## src/ihq_pkg.sv

```systemverilog
// Shared types and constants of the indexed max-heap vote queue.
package ihq_pkg;

    localparam int CAPACITY_DEF = 16;
    localparam int KEY_BITS_DEF = 16;

    localparam int REQ_W    = 2;
    localparam int ID_W     = 4;
    localparam int KEYIN_W  = 16;
    localparam int STATUS_W = 2;
    localparam int COUNT_W  = 5;

    typedef enum logic [REQ_W-1:0] {
        REQ_INSERT   = 2'd0,
        REQ_UPVOTE   = 2'd1,
        REQ_DOWNVOTE = 2'd2,
        REQ_DELETE   = 2'd3
    } t_req;

    typedef enum logic [STATUS_W-1:0] {
        ST_DONE   = 2'd0,
        ST_FULL   = 2'd1,
        ST_ABSENT = 2'd2
    } t_status;

    // Commands from the controller to the datapath.
    typedef struct packed {
        t_req req;
        logic latch_req;
        logic start_insert;
        logic set_full;
        logic set_absent;
        logic load_hole;
        logic load_entry;
        logic rd_parent;
        logic move_parent;
        logic rd_left;
        logic take_left;
        logic rd_right;
        logic decide_l;
        logic decide_lr;
        logic place;
        logic out_load;
    } t_cmd;

    // Status flags from the datapath to the controller.
    typedef struct packed {
        logic fresh_full;
        logic id_bad;
        logic key_zero;
        logic hole_last;
        logic hole_root;
        logic parent_smaller;
        logic left_in;
        logic right_in;
        logic dn_move_l;
        logic dn_move_lr;
        logic out_free;
    } t_stat;

endpackage

```

## src/ihq_ctrl.sv

```systemverilog
// Request sequencer of the indexed max-heap vote queue.
module ihq_ctrl (
    input  logic           i_clk,
    input  logic           i_rst_n,
    input  logic           i_s_valid,
    input  ihq_pkg::t_req  i_req,
    input  ihq_pkg::t_stat i_stat,
    output logic           o_s_ready,
    output ihq_pkg::t_cmd  o_cmd
);
    import ihq_pkg::*;

    typedef enum logic [3:0] {
        S_IDLE,
        S_POS,
        S_LOAD,
        S_UP,
        S_UP_CMP,
        S_DN,
        S_DN_L,
        S_DN_R,
        S_PLACE,
        S_DONE
    } t_state;

    t_state r_state;
    t_state n_state;
    t_req   r_req;
    t_req   n_req;

    assign o_s_ready = (r_state == S_IDLE);

    always_comb begin
        o_cmd     = '0;
        o_cmd.req = (r_state == S_IDLE) ? i_req : r_req;
        n_state   = r_state;
        n_req     = r_req;
        case (r_state)
            S_IDLE: begin
                if (i_s_valid) begin
                    o_cmd.latch_req = 1'b1;
                    n_req           = i_req;
                    if (i_req == REQ_INSERT) begin
                        if (i_stat.fresh_full) begin
                            o_cmd.set_full = 1'b1;
                            n_state        = S_DONE;
                        end else begin
                            o_cmd.start_insert = 1'b1;
                            n_state            = S_UP;
                        end
                    end else if (i_stat.id_bad) begin
                        o_cmd.set_absent = 1'b1;
                        n_state          = S_DONE;
                    end else begin
                        n_state = S_POS;
                    end
                end
            end
            S_POS: begin
                o_cmd.load_hole = 1'b1;
                n_state         = S_LOAD;
            end
            S_LOAD: begin
                o_cmd.load_entry = 1'b1;
                case (r_req)
                    REQ_UPVOTE:   n_state = S_UP;
                    REQ_DOWNVOTE: n_state = i_stat.key_zero ? S_DONE : S_DN;
                    REQ_DELETE:   n_state = i_stat.hole_last ? S_DONE : S_UP;
                    default:      n_state = S_DONE;
                endcase
            end
            S_UP: begin
                if (i_stat.hole_root) begin
                    n_state = (r_req == REQ_DELETE) ? S_DN : S_PLACE;
                end else begin
                    o_cmd.rd_parent = 1'b1;
                    n_state         = S_UP_CMP;
                end
            end
            S_UP_CMP: begin
                if (i_stat.parent_smaller) begin
                    o_cmd.move_parent = 1'b1;
                    n_state           = S_UP;
                end else begin
                    n_state = (r_req == REQ_DELETE) ? S_DN : S_PLACE;
                end
            end
            S_DN: begin
                if (i_stat.left_in) begin
                    o_cmd.rd_left = 1'b1;
                    n_state       = S_DN_L;
                end else begin
                    n_state = S_PLACE;
                end
            end
            S_DN_L: begin
                o_cmd.take_left = 1'b1;
                if (i_stat.right_in) begin
                    o_cmd.rd_right = 1'b1;
                    n_state        = S_DN_R;
                end else begin
                    o_cmd.decide_l = 1'b1;
                    n_state        = i_stat.dn_move_l ? S_DN : S_PLACE;
                end
            end
            S_DN_R: begin
                o_cmd.decide_lr = 1'b1;
                n_state         = i_stat.dn_move_lr ? S_DN : S_PLACE;
            end
            S_PLACE: begin
                o_cmd.place = 1'b1;
                n_state     = S_DONE;
            end
            S_DONE: begin
                if (i_stat.out_free) begin
                    o_cmd.out_load = 1'b1;
                    n_state        = S_IDLE;
                end
            end
            default: n_state = S_IDLE;
        endcase
    end

    always_ff @(posedge i_clk) begin
        if (!i_rst_n) begin
            r_state <= S_IDLE;
            r_req   <= REQ_INSERT;
        end else begin
            r_state <= n_state;
            r_req   <= n_req;
        end
    end

endmodule

```

## src/ihq_dp.sv

```systemverilog
// Heap slot memory, position map, counters and result register.
module ihq_dp #(
    parameter int CAPACITY = ihq_pkg::CAPACITY_DEF,
    parameter int KEY_BITS = ihq_pkg::KEY_BITS_DEF
) (
    input  logic                         i_clk,
    input  logic                         i_rst_n,
    input  ihq_pkg::t_cmd                i_cmd,
    input  logic [ihq_pkg::ID_W-1:0]     i_id,
    input  logic [ihq_pkg::KEYIN_W-1:0]  i_key,
    input  logic                         i_m_ready,
    output ihq_pkg::t_stat               o_stat,
    output logic                         o_m_valid,
    output logic [ihq_pkg::STATUS_W-1:0] o_status,
    output logic [ihq_pkg::ID_W-1:0]     o_assigned,
    output logic [ihq_pkg::ID_W-1:0]     o_top_id,
    output logic [ihq_pkg::KEYIN_W-1:0]  o_top_key,
    output logic [ihq_pkg::COUNT_W-1:0]  o_count
);
    import ihq_pkg::*;

    localparam int SLOT_W = $clog2(CAPACITY);
    localparam int SIZE_W = $clog2(CAPACITY + 1);
    localparam int IDX_W  = SLOT_W + 2;

    // Slot memory (id and key share an address) and the id-to-slot map.
    logic [SLOT_W-1:0]   r_slot_id_mem  [CAPACITY];
    logic [KEY_BITS-1:0] r_slot_key_mem [CAPACITY];
    logic [SLOT_W-1:0]   r_pos_mem      [CAPACITY];

    logic [CAPACITY-1:0] r_valid;
    logic [SIZE_W-1:0]   r_size;
    logic [SIZE_W-1:0]   r_fresh;
    logic [SLOT_W-1:0]   r_tgt;
    logic [SLOT_W-1:0]   r_hole;
    logic [SLOT_W-1:0]   r_e_id;
    logic [KEY_BITS-1:0] r_e_key;
    logic [SLOT_W-1:0]   r_l_id;
    logic [KEY_BITS-1:0] r_l_key;
    logic [SLOT_W-1:0]   r_rd_id;
    logic [KEY_BITS-1:0] r_rd_key;
    logic [SLOT_W-1:0]   r_pos_rd;
    logic [SLOT_W-1:0]   r_top_id;
    logic [KEY_BITS-1:0] r_top_key;
    t_status             r_status;
    logic [ID_W-1:0]     r_assigned;

    logic                r_out_valid;
    logic [STATUS_W-1:0] r_o_status;
    logic [ID_W-1:0]     r_o_assigned;
    logic [ID_W-1:0]     r_o_top_id;
    logic [KEYIN_W-1:0]  r_o_top_key;
    logic [COUNT_W-1:0]  r_o_count;

    logic [SLOT_W-1:0]   in_idx;
    logic [SIZE_W-1:0]   size_m1;
    logic [SLOT_W-1:0]   parent;
    logic [IDX_W-1:0]    left_w;
    logic [IDX_W-1:0]    right_w;
    logic [IDX_W-1:0]    size_w;
    logic                left_wins;
    logic [KEY_BITS-1:0] lr_ref;
    logic                right_wins;

    logic                rd_en;
    logic [SLOT_W-1:0]   rd_addr;
    logic                w_en;
    logic [SLOT_W-1:0]   w_addr;
    logic [SLOT_W-1:0]   w_id;
    logic [KEY_BITS-1:0] w_key;
    logic [SLOT_W-1:0]   n_hole;

    assign in_idx  = SLOT_W'(i_id);
    assign size_m1 = r_size - SIZE_W'(1);
    assign parent  = SLOT_W'((r_hole - SLOT_W'(1)) >> 1);
    assign left_w  = {1'b0, r_hole, 1'b1};
    assign right_w = left_w + IDX_W'(1);
    assign size_w  = IDX_W'(r_size);

    // Down-step choice: the larger child, left on a tie, only if strictly larger.
    assign left_wins  = r_l_key > r_e_key;
    assign lr_ref     = left_wins ? r_l_key : r_e_key;
    assign right_wins = r_rd_key > lr_ref;

    always_comb begin
        o_stat                = '0;
        o_stat.fresh_full     = (32'(r_fresh) >= CAPACITY) || (32'(r_size) >= CAPACITY);
        o_stat.id_bad         = (32'(i_id) >= CAPACITY) || !r_valid[in_idx];
        o_stat.key_zero       = (r_rd_key == '0);
        o_stat.hole_last      = (r_hole == SLOT_W'(size_m1));
        o_stat.hole_root      = (r_hole == '0);
        o_stat.parent_smaller = r_rd_key < r_e_key;
        o_stat.left_in        = left_w < size_w;
        o_stat.right_in       = right_w < size_w;
        o_stat.dn_move_l      = r_rd_key > r_e_key;
        o_stat.dn_move_lr     = right_wins || left_wins;
        o_stat.out_free       = !r_out_valid || i_m_ready;
    end

    always_comb begin
        rd_en   = 1'b0;
        rd_addr = r_hole;
        if (i_cmd.load_hole) begin
            rd_en   = 1'b1;
            rd_addr = (i_cmd.req == REQ_DELETE) ? SLOT_W'(size_m1) : r_pos_rd;
        end else if (i_cmd.rd_parent) begin
            rd_en   = 1'b1;
            rd_addr = parent;
        end else if (i_cmd.rd_left) begin
            rd_en   = 1'b1;
            rd_addr = SLOT_W'(left_w);
        end else if (i_cmd.rd_right) begin
            rd_en   = 1'b1;
            rd_addr = SLOT_W'(right_w);
        end
    end

    always_comb begin
        w_en   = 1'b0;
        w_addr = r_hole;
        w_id   = r_rd_id;
        w_key  = r_rd_key;
        n_hole = r_hole;
        if (i_cmd.move_parent) begin
            w_en   = 1'b1;
            n_hole = parent;
        end else if (i_cmd.decide_l && (r_rd_key > r_e_key)) begin
            w_en   = 1'b1;
            n_hole = SLOT_W'(left_w);
        end else if (i_cmd.decide_lr && right_wins) begin
            w_en   = 1'b1;
            n_hole = SLOT_W'(right_w);
        end else if (i_cmd.decide_lr && left_wins) begin
            w_en   = 1'b1;
            w_id   = r_l_id;
            w_key  = r_l_key;
            n_hole = SLOT_W'(left_w);
        end else if (i_cmd.place) begin
            w_en  = 1'b1;
            w_id  = r_e_id;
            w_key = r_e_key;
        end
    end

    always_ff @(posedge i_clk) begin
        if (rd_en) begin
            r_rd_id  <= r_slot_id_mem[rd_addr];
            r_rd_key <= r_slot_key_mem[rd_addr];
        end
        if (w_en) begin
            r_slot_id_mem[w_addr]  <= w_id;
            r_slot_key_mem[w_addr] <= w_key;
            r_pos_mem[w_id]        <= w_addr;
        end
        if (i_cmd.latch_req) begin
            r_pos_rd <= r_pos_mem[in_idx];
        end
    end

    always_ff @(posedge i_clk) begin
        if (!i_rst_n) begin
            r_valid     <= '0;
            r_size      <= '0;
            r_fresh     <= '0;
            r_out_valid <= 1'b0;
        end else begin
            if (i_cmd.start_insert) begin
                r_valid[SLOT_W'(r_fresh)] <= 1'b1;
                r_size                    <= r_size + SIZE_W'(1);
                r_fresh                   <= r_fresh + SIZE_W'(1);
            end
            if (i_cmd.load_entry && (i_cmd.req == REQ_DELETE)) begin
                r_valid[r_tgt] <= 1'b0;
                r_size         <= size_m1;
            end
            if (i_cmd.out_load) begin
                r_out_valid <= 1'b1;
            end else if (i_m_ready) begin
                r_out_valid <= 1'b0;
            end
        end
    end

    always_ff @(posedge i_clk) begin
        if (i_cmd.latch_req) begin
            r_tgt <= in_idx;
            if (i_cmd.set_full) begin
                r_status <= ST_FULL;
            end else if (i_cmd.set_absent) begin
                r_status <= ST_ABSENT;
            end else begin
                r_status <= ST_DONE;
            end
            r_assigned <= i_cmd.start_insert ? ID_W'(r_fresh) : '0;
        end
        if (i_cmd.start_insert) begin
            r_e_id     <= SLOT_W'(r_fresh);
            r_e_key    <= KEY_BITS'(i_key);
            r_hole     <= SLOT_W'(r_size);
        end
        if (i_cmd.load_hole) begin
            r_hole <= r_pos_rd;
        end
        if (i_cmd.load_entry) begin
            r_e_id <= r_rd_id;
            case (i_cmd.req)
                REQ_UPVOTE:   r_e_key <= (r_rd_key == '1) ? r_rd_key
                                                          : r_rd_key + KEY_BITS'(1);
                REQ_DOWNVOTE: r_e_key <= r_rd_key - KEY_BITS'(1);
                default:      r_e_key <= r_rd_key;
            endcase
        end
        if (i_cmd.take_left) begin
            r_l_id  <= r_rd_id;
            r_l_key <= r_rd_key;
        end
        if (i_cmd.move_parent || i_cmd.decide_l || i_cmd.decide_lr) begin
            r_hole <= n_hole;
        end
        if (w_en && (w_addr == '0)) begin
            r_top_id  <= w_id;
            r_top_key <= w_key;
        end
        if (i_cmd.out_load) begin
            r_o_status   <= r_status;
            r_o_assigned <= r_assigned;
            r_o_top_id   <= (r_size != '0) ? ID_W'(r_top_id) : '0;
            r_o_top_key  <= (r_size != '0) ? KEYIN_W'(r_top_key) : '0;
            r_o_count    <= COUNT_W'(r_size);
        end
    end

    assign o_m_valid  = r_out_valid;
    assign o_status   = r_o_status;
    assign o_assigned = r_o_assigned;
    assign o_top_id   = r_o_top_id;
    assign o_top_key  = r_o_top_key;
    assign o_count    = r_o_count;

endmodule

```

## src/indexed_max_heap_vote_queue_core.sv

```systemverilog
// Top level of the indexed max-heap vote queue: stream ports, controller and datapath.
//
// This block keeps up to CAPACITY (id, key) entries in a binary max-heap and a map from
// each id to its heap slot, so that any live entry can be found in one lookup. A request
// beat (insert, upvote, downvote or delete) is taken only while the block is idle; it is
// worked through one heap level at a time on a single-ported slot memory, and then one
// result beat reports the status, the id given on insert, the current top entry and the
// live count. Inserts hand out ids in order from zero and never reuse them, so once
// CAPACITY ids have been given out every further insert is refused. Requests naming an
// id that is out of range or not live return status "id not present" and change nothing.
// Timing is set by the slot memory port, which moves one entry per cycle. A refused
// request goes straight to its result. A downvote of a zero key or a delete of the
// entry in the last slot loads its entry and ends with no walk. An insert and an upvote
// make the upward walk, a downvote the downward walk and any other delete both. The
// upward walk compares the entry with each parent in turn and ends at the root or at a
// parent that is not smaller. The downward walk compares the two children of a slot,
// or only the left one when it has no right child, and ends at a slot with no child or
// when no child is larger. The result sits in an output register, so the next request
// is taken as soon as that register is loaded; a result that is not yet taken holds the
// block only at the end of the following request. The id map is cleared by valid bits
// at reset, so there is no clearing pass.
module indexed_max_heap_vote_queue_core #(
    parameter int CAPACITY = ihq_pkg::CAPACITY_DEF,
    parameter int KEY_BITS = ihq_pkg::KEY_BITS_DEF
) (
    input  logic        i_clk,
    input  logic        i_rst_n,
    input  logic        s_axis_tvalid,
    output logic        s_axis_tready,
    input  logic [23:0] s_axis_tdata,  // [3:0] entry_id, [19:4] key_value, [23:20] zero
    input  logic [1:0]  s_axis_tuser,  // [1:0] req_type
    output logic        m_axis_tvalid,
    input  logic        m_axis_tready,
    output logic [31:0] m_axis_tdata,  // [3:0] assigned_id, [7:4] top_id,
                                       // [23:8] top_key, [28:24] live_count, [31:29] zero
    output logic [1:0]  m_axis_tuser   // [1:0] status
);
    import ihq_pkg::*;

    t_cmd                cmd;
    t_stat               stat;
    t_req                req;
    logic [STATUS_W-1:0] status;
    logic [ID_W-1:0]     assigned;
    logic [ID_W-1:0]     top_id;
    logic [KEYIN_W-1:0]  top_key;
    logic [COUNT_W-1:0]  count;

    // The request kind arrives on tuser; the controller decodes it directly.
    assign req = t_req'(s_axis_tuser);

    ihq_ctrl u_ctrl (
        .i_clk     (i_clk),
        .i_rst_n   (i_rst_n),
        .i_s_valid (s_axis_tvalid),
        .i_req     (req),
        .i_stat    (stat),
        .o_s_ready (s_axis_tready),
        .o_cmd     (cmd)
    );

    ihq_dp #(
        .CAPACITY (CAPACITY),
        .KEY_BITS (KEY_BITS)
    ) u_dp (
        .i_clk      (i_clk),
        .i_rst_n    (i_rst_n),
        .i_cmd      (cmd),
        .i_id       (s_axis_tdata[3:0]),
        .i_key      (s_axis_tdata[19:4]),
        .i_m_ready  (m_axis_tready),
        .o_stat     (stat),
        .o_m_valid  (m_axis_tvalid),
        .o_status   (status),
        .o_assigned (assigned),
        .o_top_id   (top_id),
        .o_top_key  (top_key),
        .o_count    (count)
    );

    // Result beat: status on tuser, the remaining fields packed from the low bit up.
    assign m_axis_tuser = status;
    assign m_axis_tdata = {3'b000, count, top_key, top_id, assigned};

endmodule
```

## config.mk

```make
export PLATFORM = sky130hd
export DESIGN_NAME = indexed_max_heap_vote_queue_core
export DESIGN_NICKNAME = d
export VERILOG_FILES = /design/src/ihq_pkg.sv /design/src/ihq_ctrl.sv /design/src/ihq_dp.sv /design/src/indexed_max_heap_vote_queue_core.sv
export SDC_FILE = /design/constraint.sdc
export NUM_CORES = 1
export LEC_CHECK = 0
export ABC_CLOCK_PERIOD_IN_PS = 12400
export BUFFER_PORTS_ARGS = -buffer_cell sky130_fd_sc_hd__clkbuf_2
export CORE_MARGIN = 2
export CORE_UTILIZATION = 55
export DETAILED_ROUTE_END_ITERATION = 10
export PLACE_DENSITY = 0.72
export SLEW_MARGIN = 20
export SYNTH_ARGS = -nofsm -noshare
export SYNTH_HDL_FRONTEND = slang
export SYNTH_SLANG_ARGS = --single-unit
```

## constraint.sdc

```tcl
create_clock -name i_clk -period 12.4 [get_ports i_clk]
set_input_delay 2.48 -clock i_clk [delete_from_list [all_inputs] [get_ports i_clk]]
set_output_delay 2.48 -clock i_clk [all_outputs]
set_load 0.02 [all_outputs]
```

==> impl_results.md <==
* Nets at ~2000
* FF-to-FF setup slack at 5.96 ns
* Core Rows at 77
* Dpl cells at about 2400
* Routed via count at between 15000 and 20000
* Post-CTS Resized at 0
* CTS Hold Buffers Added at 0
* Setup TNS at 0 ns
* Initial Utilization at between 50% and 60%
* Setup Slack @ Placement at around 5.3 ns
* Most numerous cell in the Yosys netlist: edfxtp_1
* Placed cell areas at approximately 26000 sq um
* CP Max Fanout at 77
* CTS tree: done
* Post-Route WL at ~60000 microns
* Routed len/inst at 24.0 microns
* First-pass GRT wire length at ~91000 microns
* Commonest cells post-synth: edfxtp_1, mux2i_1, nor2_1, nand2_1, ha_1
* Tcrit/Tclk final at a little over half
* Placer Congestion at a little under 0.9
* Postcts setup bufs at 0
* Clk sinks at around 530
* RSZ-0062 raised after global routing: false
* Clock buffer count from CTS at 54
* Antenna Violating Nets Remaining at 0
* Clk Latency, worst-skew pair at about 0.61 ns
* Placeable Area at approximately 44000 sq um
* Final WS setup at about 5.9 ns
* Io pins at 66
* RR Startpoint: u_dp.r_l_key[13]
* R2R depth at 18
* Critical Path RT at approximately 13 ns
* Hold slack at 0.422 ns
* Startpoint Class: primary input
* Post-Layout Cell Count at roughly 2500
* Syn avg cell area at 13.7 sq um
* Avg Vias per Cell at 6.26
* Least-Margin Pin Slew at between 1 and 1.5 ns
* Max Slew Vio Count at 0
* Detailed Route Iter0 Violations at between 1000 and 1500
* Yosys warnings at 0
* Synth top area share at 60.4%
* Max Fclk at 0.154 GHz
* Power per cell area at between 200 and 300 nW/um^2
* Synth cell types at 83
* Worst Setup End Kind: flop
* Ant. Diodes at 0
* Slew HR at a little under a quarter
* Number of flops mapped to enable cells by yosys at 493
* Buffers on Ports at 58
* Finished Cell Area at ~27000 sq um
* Total congestion overflow at 0
* Post-layout min period at around 6.5 ns
* Die X at about 220 microns
* Worst Hold Endpoint: u_dp.o_assigned[2]
* First-pass DRT Iterations at 6
* GRT Util Overall at between 20% and 30%
* Total power at 7.06 mW
* Synth top area cells: edfxtp_1, mux2i_1, ha_1
* Max_cap viols at 0
* Fin. Hold Viols at 0
* #FFs+latches synth at ~530
* Clock slew at reported path FFs at ~0.06 ns
* Worst min path class: reg2reg
* WS Path Type: in2reg
* Leading area contributor after synthesis: edfxtp_1
* Initial antenna violation count at 0
* CTS max path bufs at 3
* Worst endpoint data arrival time at around 6.9 ns
* Reg2Reg Capture Point: u_dp.r_pos_mem[0][1]
* Prevailing post-synth register cell: edfxtp_1
* DP HPWL at between 30000 and 40000 microns
* Synth Cell Area at ~25000 sq um
* CTS Root Cell: clkbuf_16
* Die ar. at 46300 sq um
* Worst hold path startpoint: u_dp.r_assigned[2]
* Largest net degree at the start of global routing at 78
* Cells after synthesis at around 1800
* Setup Skew at 0.0168 ns
* Die Span Y at approximately 220 microns
* Setup violators final at 0
* Layout area overhead at 11.6%
* Status: complete, no violations
* Sequential fraction of the synthesis area at 63.1%
* P_leak at roughly 9.8 nW
* Util after Layout at slightly above 60%
* Vias in the first global route at ~15000
* Hold Crit Depth at 0
* Worst VDD drop at 0.173 mV
* Share of cells above drive strength 1 at 15.4%
* Htree depth at 2
* DRC at 0
* Async SR Flop Fraction at 0%
==> worst max-delay path: stages <==
cell	delay [ns]
clkbuf_2	0.13
mux2i_1	0.35
inv_1	0.13
ha_1	0.33
nand2b_1	0.11
a21oi_1	0.08
a211oi_1	0.24
o211ai_1	0.17
buf_4	0.32
nand2_4	0.65
buf_4	0.95
mux2i_1	0.27
mux2i_1	0.10
a221o_1	0.40
==> state kept, by name (all words and copies together), names as in the netlist, 4 cells and up <==
| name | flops |
|---|---|
| u_dp.r_slot_key_mem | 241 |
| u_dp.r_pos_mem | 64 |
| u_dp.r_slot_id_mem | 61 |
| u_dp.o_top_key | 16 |
| u_dp.r_e_key | 16 |
| u_dp.r_l_key | 16 |
| u_dp.r_rd_key | 16 |
| u_dp.r_valid | 16 |
| u_dp.r_top_key | 15 |
| u_dp.o_count | 5 |
| u_dp.r_fresh | 5 |
| u_dp.r_size | 5 |
| u_ctrl.r_state | 4 |
| u_dp.o_assigned | 4 |
| u_dp.o_top_id | 4 |
| u_dp.r_assigned | 4 |
| u_dp.r_e_id | 4 |
| u_dp.r_hole | 4 |
| u_dp.r_l_id | 4 |
| u_dp.r_pos_rd | 4 |
| u_dp.r_rd_id | 4 |
| u_dp.r_tgt | 4 |
==> cell usage in the layout, fill, tap and decap left out, types with 7 or more instances in the layout <==
cell	n
inv_1	44
clkbuf_2	58
nand2b_1	25
a21o_1	11
o21ai_0	45
nor4_1	7
mux2i_1	184
mux2_2	24
xnor2_1	12
nand4_1	16
edfxtp_1	493
nor2b_1	28
nand3_1	42
bufinv_16	7
a221oi_1	20
clkinv_1	12
o221a_2	11
clkbuf_16	54
a31oi_1	16
ha_1	73
mux4_2	25
a221o_1	24
or3_1	14
nor3_1	33
clkinv_2	9
clkbuf_1	8
o211ai_1	12
a311oi_1	20
a21oi_1	66
and3_1	25
nor2_2	13
buf_4	48
nand2_1	105
and2_1	18
nor2_1	112
dfxtp_1	33
o22ai_1	17
==> area by class of cell <==
class                           instances  area [sq um]
Clock inverter                         38           403
Sequential cell                       526         15500
Clock buffer                           62          1380
Tap cell                              592           741
Inverter                               45           169
Fill cell                            3343         16800
Timing Repair Buffer                  107           662
Multi-Input combinational cell       1122          8550
==> where the power goes <==
part           internal, mW  switching (mW)  leakage [nW]
Combinational         0.996            1.77          4.22
Sequential             2.46           0.209          4.73
Clock                 0.949           0.672         0.861
==> how the worst max path moves through the flow <==
stage	slack [ns]	cells after the start	start	to
finish	5.89	14	s_axis_tuser[0]	u_dp.r_rd_id[3]
floorplan	6.32	19	u_dp.r_l_key[9]	u_dp.r_slot_id_mem[3][0]
global route	5.46	18	u_dp.r_l_key[13]	u_dp.r_pos_mem[0][1]
global placement	5.37	14	s_axis_tuser[0]	u_dp.r_rd_id[3]
detailed placement	5.31	14	s_axis_tuser[0]	u_dp.r_rd_id[3]
CTS	5.95	14	s_axis_tuser[0]	u_dp.r_rd_id[3]
==> routing by layer <==
| metal | global-route usage (%) | part of all wire (%) | wire length, microns |
|---|---|---|---|
| met4 | 10.4 | 3.8 | 2250 |
| met2 | 43.6 | 50 | 29900 |
| met3 | 3.34 | 6.2 | 3690 |
| met5 | 0 | 0 | 0 |
| met1 | 34.3 | 40 | 24000 |
==> logic make-up after synthesis <==
kind of cell,count (synthesis),share of synthesized area [%]
buf+inv,149,2.63
compound gates,320,9.33
fa+ha+maj,73,3.72
flops,526,63.1
simple gates,474,9.65
mux,234,11.0
xor+xnor,18,0.643
other cells,1,0.0153
Power figures use the tool's default switching activity.
